`src/rtl/step_to_boundary_ratio_test_core_defines.svh`:
```
// assertion macros for the step-to-boundary ratio test core
`ifndef STEP_TO_BOUNDARY_RATIO_TEST_CORE_DEFINES_SVH
`define STEP_TO_BOUNDARY_RATIO_TEST_CORE_DEFINES_SVH

`ifndef SYNTH
// same-cycle implication, sampled on clk, off during reset
`define STBR_ASSERT_IMPLY(name, ante, cons, msg) \
	name: assert property (@(posedge clk) disable iff (!arst_n) (ante) |-> (cons)) \
		else $error(msg);
// next-cycle implication, sampled on clk, off during reset
`define STBR_ASSERT_NEXT(name, ante, cons, msg) \
	name: assert property (@(posedge clk) disable iff (!arst_n) (ante) |=> (cons)) \
		else $error(msg);
`else
`define STBR_ASSERT_IMPLY(name, ante, cons, msg)
`define STBR_ASSERT_NEXT(name, ante, cons, msg)
`endif

`endif

```
`src/rtl/stbr_pkg.sv`:
```
package stbr_pkg;

	// value and step length formats
	localparam int VALUE_WIDTH     = 32;
	localparam int ALPHA_FRAC_BITS = 16;

	// derived widths
	localparam int DIR_W   = VALUE_WIDTH + 1;
	localparam int ALPHA_W = ALPHA_FRAC_BITS + 1;
	localparam int PROD_W  = DIR_W + ALPHA_W + 1;
	localparam int CNT_W   = (ALPHA_FRAC_BITS > 1) ? $clog2(ALPHA_FRAC_BITS) : 1;

	// step length constants
	localparam logic [ALPHA_W-1:0] ALPHA_ONE  = ALPHA_W'(1) << ALPHA_FRAC_BITS;
	localparam logic [ALPHA_W-1:0] ALPHA_ZERO = '0;

	// sequencer states
	typedef enum logic [2:0] {
		ST_IDLE,
		ST_MUL,
		ST_CMP,
		ST_DIV,
		ST_WRITE
	} state_t;

	// divider status back to the sequencer
	typedef struct packed {
		logic busy;
		logic done;
	} div_status_t;

endpackage

```
`src/rtl/stbr_div.sv`:
```
`include "step_to_boundary_ratio_test_core_defines.svh"

module stbr_div (
	input  logic                                     clk,
	input  logic                                     arst_n,
	input  logic                                     start,
	input  logic [stbr_pkg::VALUE_WIDTH-1:0]         num,
	input  logic [stbr_pkg::DIR_W-1:0]               den,
	output stbr_pkg::div_status_t                    status,
	output logic [stbr_pkg::ALPHA_FRAC_BITS-1:0]     quo
);

	logic                                 busy_q;
	logic                                 done_q;
	logic [stbr_pkg::CNT_W-1:0]           cnt_q;
	logic [stbr_pkg::DIR_W-1:0]           rem_q;
	logic [stbr_pkg::DIR_W-1:0]           den_q;
	logic [stbr_pkg::ALPHA_FRAC_BITS-1:0] quo_q;
	logic [stbr_pkg::DIR_W:0]             shifted;
	logic [stbr_pkg::DIR_W:0]             diff;
	logic                                 take;

	// one restoring step: shift remainder, trial subtract
	always_comb begin
		shifted = {rem_q, 1'b0};
		diff    = shifted - {1'b0, den_q};
		take    = (shifted >= {1'b0, den_q});
	end

	// control of the iteration
	always_ff @(posedge clk or negedge arst_n) begin
		if (!arst_n) begin
			busy_q <= 1'b0;
			done_q <= 1'b0;
			cnt_q  <= '0;
		end else begin
			done_q <= 1'b0;
			if (start) begin
				busy_q <= 1'b1;
				cnt_q  <= stbr_pkg::CNT_W'(stbr_pkg::ALPHA_FRAC_BITS - 1);
			end else if (busy_q) begin
				cnt_q <= cnt_q - 1'b1;
				if (cnt_q == '0) begin
					busy_q <= 1'b0;
					done_q <= 1'b1;
				end
			end
		end
	end

	// remainder and quotient bits, remainder stays below the divisor
	always_ff @(posedge clk) begin
		if (start) begin
			rem_q <= {1'b0, num};
			den_q <= den;
			quo_q <= '0;
		end else if (busy_q) begin
			rem_q <= take ? diff[stbr_pkg::DIR_W-1:0] : shifted[stbr_pkg::DIR_W-1:0];
			quo_q <= {quo_q[stbr_pkg::ALPHA_FRAC_BITS-2:0], take};
		end
	end

	assign status.busy = busy_q;
	assign status.done = done_q;
	assign quo         = quo_q;

	`STBR_ASSERT_NEXT(a_div_start_busy, start, busy_q, "divider did not start")
	`STBR_ASSERT_IMPLY(a_div_done_idle, done_q, !busy_q, "divider done while busy")
	`STBR_ASSERT_IMPLY(a_div_rem_bound, busy_q, rem_q < den_q, "remainder not below divisor")

endmodule

```
`src/rtl/step_to_boundary_ratio_test_core.sv`:
```
// Ratio test for the maximum step to the boundary of an interior-point iterate.
// Each request carries one component (primal or dual group, current value c,
// predictor p and corrector q, all signed Q16.16); the step d = p + q is formed
// exactly and, when d > c and alpha*d > c, the group's running step length
// becomes |c|/|d| truncated and saturated to [0, 1] in Q1.16 (65536 is 1.0).
// The request marked last produces one result with both step lengths, after
// which both restart at 1.0. One component is worked at a time: a request
// passes the MUL, CMP and WRITE states, and also DIV when a quotient is
// needed, where it waits on the 16-step radix-2 restoring divider; a last
// request also waits in WRITE until the output register is free. item_stall
// is high while a request is in work.
`include "step_to_boundary_ratio_test_core_defines.svh"

module step_to_boundary_ratio_test_core (
	input  logic                                   clk,
	input  logic                                   arst_n,
	input  logic                                   item_valid,
	output logic                                   item_stall,
	input  logic                                   kind,
	input  logic signed [stbr_pkg::VALUE_WIDTH-1:0] current_value,
	input  logic signed [stbr_pkg::VALUE_WIDTH-1:0] predictor_direction,
	input  logic signed [stbr_pkg::VALUE_WIDTH-1:0] corrector_direction,
	input  logic                                   last_item,
	output logic                                   result_valid,
	input  logic                                   result_stall,
	output logic [stbr_pkg::ALPHA_W-1:0]           alpha_primal,
	output logic [stbr_pkg::ALPHA_W-1:0]           alpha_dual
);

	localparam int VW   = stbr_pkg::VALUE_WIDTH;
	localparam int DW   = stbr_pkg::DIR_W;
	localparam int AW   = stbr_pkg::ALPHA_W;
	localparam int PW   = stbr_pkg::PROD_W;
	localparam int FB   = stbr_pkg::ALPHA_FRAC_BITS;

	stbr_pkg::state_t      state_q, state_d;
	stbr_pkg::div_status_t div_st;

	logic [AW-1:0]        primal_step_q, dual_step_q;
	logic [AW-1:0]        alpha_q, new_alpha_q, cmp_alpha;
	logic                 kind_q, last_q;
	logic signed [VW-1:0] cur_q;
	logic signed [DW-1:0] dir_q;
	logic signed [PW-1:0] prod_q;
	logic [VW-1:0]        mag_c_q;
	logic [DW-1:0]        mag_d_q;
	logic                 gt_q, ge_q;
	logic signed [PW-1:0] product, cur_sh;
	logic signed [DW-1:0] dir_sum, cur_ext;
	logic [FB-1:0]        div_quo;
	logic                 accept, hit, need_div, div_start, out_free;
	logic                 result_valid_q;
	logic [AW-1:0]        alpha_primal_q, alpha_dual_q;

	// request handshake and output slot
	assign accept   = item_valid && !item_stall;
	assign out_free = !result_valid_q || !result_stall;

	// full step and shared multiply
	assign dir_sum = {predictor_direction[VW-1], predictor_direction}
		+ {corrector_direction[VW-1], corrector_direction};
	assign cur_ext = {cur_q[VW-1], cur_q};
	assign product = $signed({1'b0, alpha_q}) * dir_q;
	assign cur_sh  = {{(PW-VW-FB){cur_q[VW-1]}}, cur_q, {FB{1'b0}}};

	// ratio test decision
	always_comb begin
		hit       = gt_q && (prod_q > cur_sh);
		need_div  = 1'b0;
		cmp_alpha = alpha_q;
		if (hit) begin
			if (cur_q == '0) begin
				cmp_alpha = stbr_pkg::ALPHA_ZERO;
			end else if (cur_q[VW-1] && !dir_q[DW-1]) begin
				cmp_alpha = stbr_pkg::ALPHA_ZERO;
			end else if (ge_q) begin
				cmp_alpha = stbr_pkg::ALPHA_ONE;
			end else begin
				need_div = 1'b1;
			end
		end
	end

	// next state
	always_comb begin
		state_d = state_q;
		case (state_q)
			stbr_pkg::ST_IDLE:  if (accept) state_d = stbr_pkg::ST_MUL;
			stbr_pkg::ST_MUL:   state_d = stbr_pkg::ST_CMP;
			stbr_pkg::ST_CMP:   state_d = need_div ? stbr_pkg::ST_DIV : stbr_pkg::ST_WRITE;
			stbr_pkg::ST_DIV:   if (div_st.done) state_d = stbr_pkg::ST_WRITE;
			stbr_pkg::ST_WRITE: if (!last_q || out_free) state_d = stbr_pkg::ST_IDLE;
			default:            state_d = stbr_pkg::ST_IDLE;
		endcase
	end

	// sequencer outputs
	always_comb begin
		item_stall = 1'b1;
		div_start  = 1'b0;
		case (state_q)
			stbr_pkg::ST_IDLE: item_stall = 1'b0;
			stbr_pkg::ST_CMP:  div_start  = need_div;
			default: begin
				item_stall = 1'b1;
				div_start  = 1'b0;
			end
		endcase
	end

	// state, step lengths and result register
	always_ff @(posedge clk or negedge arst_n) begin
		if (!arst_n) begin
			state_q        <= stbr_pkg::ST_IDLE;
			primal_step_q  <= stbr_pkg::ALPHA_ONE;
			dual_step_q    <= stbr_pkg::ALPHA_ONE;
			result_valid_q <= 1'b0;
		end else begin
			state_q <= state_d;
			if (result_valid_q && !result_stall) begin
				result_valid_q <= 1'b0;
			end
			if (state_q == stbr_pkg::ST_WRITE) begin
				if (last_q) begin
					if (out_free) begin
						result_valid_q <= 1'b1;
						primal_step_q  <= stbr_pkg::ALPHA_ONE;
						dual_step_q    <= stbr_pkg::ALPHA_ONE;
					end
				end else if (kind_q) begin
					dual_step_q <= new_alpha_q;
				end else begin
					primal_step_q <= new_alpha_q;
				end
			end
		end
	end

	// result payload
	always_ff @(posedge clk) begin
		if (state_q == stbr_pkg::ST_WRITE && last_q && out_free) begin
			alpha_primal_q <= kind_q ? primal_step_q : new_alpha_q;
			alpha_dual_q   <= kind_q ? new_alpha_q : dual_step_q;
		end
	end

	// request capture and datapath registers
	always_ff @(posedge clk) begin
		if (accept) begin
			kind_q  <= kind;
			last_q  <= last_item;
			cur_q   <= current_value;
			dir_q   <= dir_sum;
			alpha_q <= kind ? dual_step_q : primal_step_q;
		end
		if (state_q == stbr_pkg::ST_MUL) begin
			prod_q  <= product;
			gt_q    <= dir_q > cur_ext;
			mag_c_q <= cur_q[VW-1] ? VW'(-cur_q) : VW'(cur_q);
			mag_d_q <= dir_q[DW-1] ? DW'(-dir_q) : DW'(dir_q);
		end
		if (state_q == stbr_pkg::ST_CMP) begin
			ge_q <= 1'b0;
		end else if (state_q == stbr_pkg::ST_MUL) begin
			ge_q <= (cur_q[VW-1] ? {1'b0, VW'(-cur_q)} : {1'b0, VW'(cur_q)})
				>= (dir_q[DW-1] ? DW'(-dir_q) : DW'(dir_q));
		end
		if (state_q == stbr_pkg::ST_CMP && !need_div) begin
			new_alpha_q <= cmp_alpha;
		end else if (state_q == stbr_pkg::ST_DIV && div_st.done) begin
			new_alpha_q <= {1'b0, div_quo};
		end
	end

	// iterative divider for |c| * 2^16 / |d|
	stbr_div u_div (
		.clk    (clk),
		.arst_n (arst_n),
		.start  (div_start),
		.num    (mag_c_q),
		.den    (mag_d_q),
		.status (div_st),
		.quo    (div_quo)
	);

	assign result_valid = result_valid_q;
	assign alpha_primal = alpha_primal_q;
	assign alpha_dual   = alpha_dual_q;

	`STBR_ASSERT_IMPLY(a_step_range, 1'b1, (primal_step_q <= stbr_pkg::ALPHA_ONE) && (dual_step_q <= stbr_pkg::ALPHA_ONE), "step length above one")
	`STBR_ASSERT_NEXT(a_div_to_write, (state_q == stbr_pkg::ST_DIV) && div_st.done, state_q == stbr_pkg::ST_WRITE, "quotient not written")
	`STBR_ASSERT_NEXT(a_last_restart, (state_q == stbr_pkg::ST_WRITE) && last_q && out_free, result_valid_q && (primal_step_q == stbr_pkg::ALPHA_ONE) && (dual_step_q == stbr_pkg::ALPHA_ONE), "pass end did not restart steps")
	`STBR_ASSERT_IMPLY(a_div_only_in_div, div_st.busy, state_q == stbr_pkg::ST_DIV, "divider busy outside divide state")

endmodule
```
`config.mk`:
```
export PLATFORM = sky130hd
export DESIGN_NAME = step_to_boundary_ratio_test_core
export DESIGN_NICKNAME = d
export VERILOG_FILES = /design/src/rtl/stbr_pkg.sv /design/src/rtl/stbr_div.sv /design/src/rtl/step_to_boundary_ratio_test_core.sv
export VERILOG_INCLUDE_DIRS = /design/src /design/src/rtl
export SDC_FILE = /design/constraint.sdc
export NUM_CORES = 2
export LEC_CHECK = 0
export BUFFER_PORTS_ARGS = -buffer_cell sky130_fd_sc_hd__buf_4
export CAP_MARGIN = 0
export CELL_PAD_IN_SITES_DETAIL_PLACEMENT = 1
export CELL_PAD_IN_SITES_GLOBAL_PLACEMENT = 1
export CORE_AREA = 5 5 314 316
export CTS_BUF_LIST = sky130_fd_sc_hd__clkbuf_4
export DETAILED_ROUTE_END_ITERATION = 8
export DIE_AREA = 0 0 319 321
export PLACE_DENSITY = 0.82
export SLEW_MARGIN = 20
export SYNTH_ARGS = -nofsm -noshare
export SYNTH_HDL_FRONTEND = slang
export SYNTH_SLANG_ARGS = --single-unit
```
`constraint.sdc`:
```
create_clock -name clk -period 10.1 [get_ports clk]
set_input_delay 1.01 -clock clk [delete_from_list [all_inputs] [get_ports clk]]
set_output_delay 1.01 -clock clk [all_outputs]
set_load 0.05 [all_outputs]
```
# == Word-level counts from Yosys, hierarchy flattened ==
# Cells that the tools add are included.
# totals
rom_bits,0
mem_count,0
out_inout_bits,36
latch_bits,0
input_bits,102
ramBits,0
register_bits,379
# op_classes
muxes,41
shifts,0
n_div,0
n_lt_le_gt_ge,4
eq_ne,8
bitwise,0
addsub,5
n_mul,1
reduce_logical,22
# op_table
op,n
2-to-1 mux 17 bit,12
2-to-1 mux 32 bit,3
2-to-1 mux 33 bit,2
greater-than comparator 51 x 48 -> 1 bit,1
multiplier 18 x 33 -> 51 bit,1
greater-or-equal comparator 34 x 33 -> 1 bit,1
adder 32 x 32 -> 33 bit,1
greater-or-equal comparator 32 x 33 -> 1 bit,1
greater-than comparator 33 x 32 -> 1 bit,1
negation 33 bit,1
subtractor 33 bit,1
logical NOT 32 bit,1
negation 32 bit,1
2-to-1 mux 31 bit,1
2-to-1 mux 1 bit,16
case mux 3 bit (5 select lines),1
2-to-1 mux 3 bit,4
logical AND 1 bit,8
2-to-1 mux 4 bit,2
equality test 3 x 2 -> 1 bit (second input constant),2
logical NOT 1 bit,5
logical NOT 4 bit,1
inequality test 2 x 1 -> 1 bit (second input constant),2
inequality test 2 bit (second input constant),2
8 further kinds,10

# == Logic depth before layout (Yosys ltp) ==
# depth
word_depth,8
depth_mapped,26

# == Hierarchy ==
# Synthesis repeated with hierarchy kept, for this count alone.
# hier_totals
cells_unflattened,3973
area_unflattened_um2,40174.8
# modules_own_cells
mod,n_inst,cells_each,seq_area_each_um2,area_each_um2
step_to_boundary_ratio_test_core,1,3430,8540.7,34759.6
stbr_div,1,543,2442.3,5415.2

# == Worst setup path before layout ==
# OpenSTA, ideal clock, no wires.
# synth_path
kind,flip-flop to flip-flop
start,reg state_q[0]
end,reg ge_q
stages_incl_launch_ff,7
t_arrival_ns,10.743
slack_ns,-0.703
path_buffers,1
required_ns,10.040
period_less_slack_ns,10.803
path_cell_list,dfrtp_1 > clkbuf_1 > nor3b_1 > o21ai_0 > a211o_1 > a21oi_1 > o41a_1
# synth_between
elab_chain_cells,1
# synth_rtl
item,line_no,rtl
"start, declared",step_to_boundary_ratio_test_core.sv:36,"stbr_pkg::state_t state_q, state_d;"
"start signal, assigned",step_to_boundary_ratio_test_core.sv:114,state_q <= stbr_pkg::ST_IDLE;
"start signal, assigned",step_to_boundary_ratio_test_core.sv:119,state_q <= state_d;
equality test 3 x 1 -> 1 bit / equality test 3 x 2 -> 1 bit (equally long branches),"step_to_boundary_ratio_test_core.sv:164, step_to_boundary_ratio_test_core.sv:162",
"end signal, assigned",step_to_boundary_ratio_test_core.sv:165,"ge_q <= (cur_q[VW-1] ? {1'b0, VW'(-cur_q)} : {1'b0, VW'(cur_q)})"
"end, declared",step_to_boundary_ratio_test_core.sv:47,"logic gt_q, ge_q;"
# Several ways; a longest one is shown, not always the timed one.
# A chain may end at the register's enable or synchronous reset.

# == Final worst setup path ==
# layout_path
start,reg alpha_q[10]
end,"reg prod_q[50], data pin"
# layout_between
elab_chain_cells,1
# layout_rtl
item,line_no,rtl
"start, declared",step_to_boundary_ratio_test_core.sv:40,"logic [AW-1:0] alpha_q, new_alpha_q, cmp_alpha;"
"start signal, assigned",step_to_boundary_ratio_test_core.sv:154,alpha_q <= kind ? dual_step_q : primal_step_q;
multiplier 18 x 33 -> 51 bit,step_to_boundary_ratio_test_core.sv:63,"assign product = $signed({1'b0, alpha_q}) * dir_q;"
net product[50],step_to_boundary_ratio_test_core.sv:48,"logic signed [PW-1:0] product, cur_sh;"
"end signal, assigned",step_to_boundary_ratio_test_core.sv:157,prod_q <= product;
"end, declared",step_to_boundary_ratio_test_core.sv:44,logic signed [PW-1:0] prod_q;
# The timed path passes the listed nets, and every way through them passes these cells.

==> results.md <==
* Run status: complete, no violations
* DR WL/cell at between 20 and 25 um
* CP arrival at around 9 ns
* Via count at 29.9k
* Number of synthesized flops with an enable pin at around 320
* Slew margin rel. at 0.274
* Pre-antenna DRT Iters at 7
* Worst Path Required at 10.72 ns
* HPWL Detailed at 95300 um
* GP Congestion at ~0.92
* Syn nets at 4891
* Buffer levels on the longest clock path at 3
* Hold crit path type: input pin to async pin
* Synth Area per Inst at around 10 sq um
* Vias per cell at 5.47
* Ports at 138
* CTS tree: yes
* Vias in the first global route at about 34k
* Chip width at between 300 and 400 um
* I/O Buffers at about 140
* Worst-path clk slew at ~0.09 ns
* Worst-path fanout max at 20
* Slew Viols, Final at 0
* Sink Count at 379
* Worst skew pair latency at 0.93 ns
* Initial Util at 0.415
* Post-CTS setup buffer count at 0
* Setup violators final at 0
* P&R area growth vs syn at 9.81%
* # nets final at slightly above 5k
* Placeable Area at 95700 sq um
* Startpoint type of the worst setup path: flop
* R2R Setup Slk at between 1.5 and 2 ns
* Ys async rst share at 0.116
* Total wire length at ~120000 um
* CP delay by family, top: adder cells
* Worst r2r src: alpha_q[10]
* Most used DFF post-synth: edfxtp_1
* # rows at around 110
* Post-cts resize count at 0
* CP max-delay cell: edfxtp_1
* Reg-to-Reg End: prod_q[50]
* Antenna viol nets, final at 0
* Synth Instances at 3961
* Crit-path cells: buf_4 > nand2_1 > fa_1 > inv_1 > fa_1 > fa_1 > fa_1 > fa_1 > inv_1 > fa_1 > inv_1 > ha_1 > and4_1 > nand3_1 > a2111oi_0 > nor3_1 > buf_4 > a2111o_1 > nand3_1 > a31oi_1 > o41ai_1 > a21oi_1 > xnor2_1
* Max-cap violations at 0
* Initial antenna violation count at 4
* Slew @ Worst Pin at around 1.1 ns
* Crit Path Class: flop to flop
* 1st-iter DRT viols at roughly 2.2k
* Clock root buffer: clkbuf_4
* Buf/Inv on CP at 5
* Remaining DRCs at 0
* Die ar. at roughly 100000 sq um
* Yosys Warn Count at 0
* R2R cell count at 23
* Setup TNS at 0 ns
* Gr ovfl total at 0
* Worst Setup End Kind: flop
* Min cycle time layout at about 8.2 ns
* Unique masters post-synth at 84
* First-pass GRT wire length at between 150000 and 200000 um
* Fmax at around 120 MHz
* Unrepaired setup endpoints after global routing: no
* Crit-path max cell delay at ~0.93 ns
* Layout cells sized above 1 at 0.107
* Fin crit share at 0.810
* Pin count of the biggest net entering global routing at 66
* Skew final at 0.0891 ns
* Synth Register Bits at roughly 380
* Chip height at ~320 um
* Htree depth at 3
* Tot GR Track Use at 0.239
* Endpoints failing hold at 0
* Synthesized cell area at 39800 sq um
* Most used cell, CP: fa_1
* CTS Buf Count at slightly above 100
* Post-CTS Hold Buffers at 0
* Seq/Total Area, Yosys at 0.276
* Crit. Startpoint: alpha_q[10]
layout make-up:
type	count	area, sq um
Fill cell	10800	52100
Multi-Input combinational cell	2653	25300
Sequential cell	379	11000
Inverter	755	2830
Tap cell	1276	1600
Timing Repair Buffer	205	1540
Clock buffer	139	1040
Clock inverter	49	359
Antenna cell	3	7.51
cells in the mapped netlist, types with 12 or more instances:
library cell,count,area [sq um]
a211oi_1,12,90.1
a21o_1,60,450
a21oi_1,139,696
a22o_1,49,429
a31oi_1,31,194
and2_1,248,1550
clkbuf_1,154,578
dfrtp_1,42,1050
dfxtp_1,18,360
edfxtp_1,317,9520
fa_1,538,10800
ha_1,290,3630
inv_1,753,2830
mux2_2,49,552
mux2i_1,21,210
nand2_1,478,1790
nand2b_1,25,156
nand3_1,40,200
nand4_1,31,194
nor2_1,124,465
nor2b_1,24,150
nor3_1,24,120
o211ai_1,15,113
o21a_1,21,158
o21ai_0,97,485
o31ai_1,20,150
or3_1,15,93.8
xnor2_1,123,1080
xor2_1,43,377
worst max path at each step:
stage / slack, ns / to / depth (start not counted)
6_report: 1.92 / prod_q[50] / 23
4_1_cts: 2.03 / prod_q[49] / 23
3_3_place_gp: 2.36 / prod_q[49] / 22
5_1_grt: 1.59 / prod_q[50] / 23
2_1_floorplan: 3.09 / prod_q[49] / 23
3_5_place_dp: 2.08 / prod_q[50] / 23
per-layer routing:
layer,vias to the layer above,routed length [um],track usage
met4,0,6010,0.108
met1,15400,47400,0.289
li1,13100,-,-
met5,-,0,0
met2,1084,61500,0.419
met3,328,8250,0.0445
state kept, by name (all words and copies together) (netlist names), 32 cells and up:
| name | flops |
|---|---|
| u_div.den_q | 33 |
| u_div.rem_q | 33 |
| mag_d_q | 33 |
| cur_q | 32 |
| mag_c_q | 32 |
| prod_q | 51 |
| dir_q | 33 |
cell families after synthesis:
kind of cell	Yosys count	synth area share
adder cells (fa/ha/maj)	828	0.362
flip-flops	379	0.276
AND/OR/NAND/NOR	1066	0.130
XOR/XNOR	166	0.0366
AO/OA/AOI/OAI	523	0.0872
buffers and inverters	929	0.0884
multiplexers	70	0.0192
stage by stage:
step                setup WS [ns]  instance area [sq um]  instances  hold WS [ns]  utilization
floorplan                    3.09                  39800       3961         0.400            -
global placement             2.36                  42200       5268         0.402        0.441
detailed placement           2.08                  42200       5268         0.406        0.441
CTS                          2.03                  43600       5456        0.0251        0.456
global route                 1.59                  43600       5458        0.0730        0.456
finish                       1.92                  43700       5459        0.0901        0.456
cells in the final DEF (no fill, tap or decap), types with 25 or more instances in the layout:
cell	synthesis	routed
xnor2_1	123	123
a21oi_1	139	138
ha_1	290	290
o21ai_0	97	96
fa_1	538	538
nand2_1	478	478
a21o_1	60	60
xor2_1	43	43
and2_1	248	247
nand3_1	40	39
nor2_1	124	123
edfxtp_1	317	317
nand4_1	31	31
buf_4	1	205
mux2_2	49	49
clkinv_1	1	26
dfrtp_1	42	42
inv_1	753	752
clkbuf_4	0	139
a31oi_1	31	31
nand2b_1	25	25
a22o_1	49	49
worst reg2reg max path: stages (launching register included):
cell	delay, ns
edfxtp_1	0.93
buf_4	0.39
nand2_1	0.11
fa_1	0.51
inv_1	0.06
fa_1	0.52
fa_1	0.46
fa_1	0.56
fa_1	0.55
inv_1	0.08
fa_1	0.54
inv_1	0.05
ha_1	0.39
and4_1	0.30
nand3_1	0.13
a2111oi_0	0.60
nor3_1	0.14
buf_4	0.20
a2111o_1	0.48
nand3_1	0.15
a31oi_1	0.13
o41ai_1	0.38
a21oi_1	0.13
xnor2_1	0.13
Power is left out: the tool's default activity adds up to more than one toggle a clock period on the data nets, which glitch-free logic cannot reach.
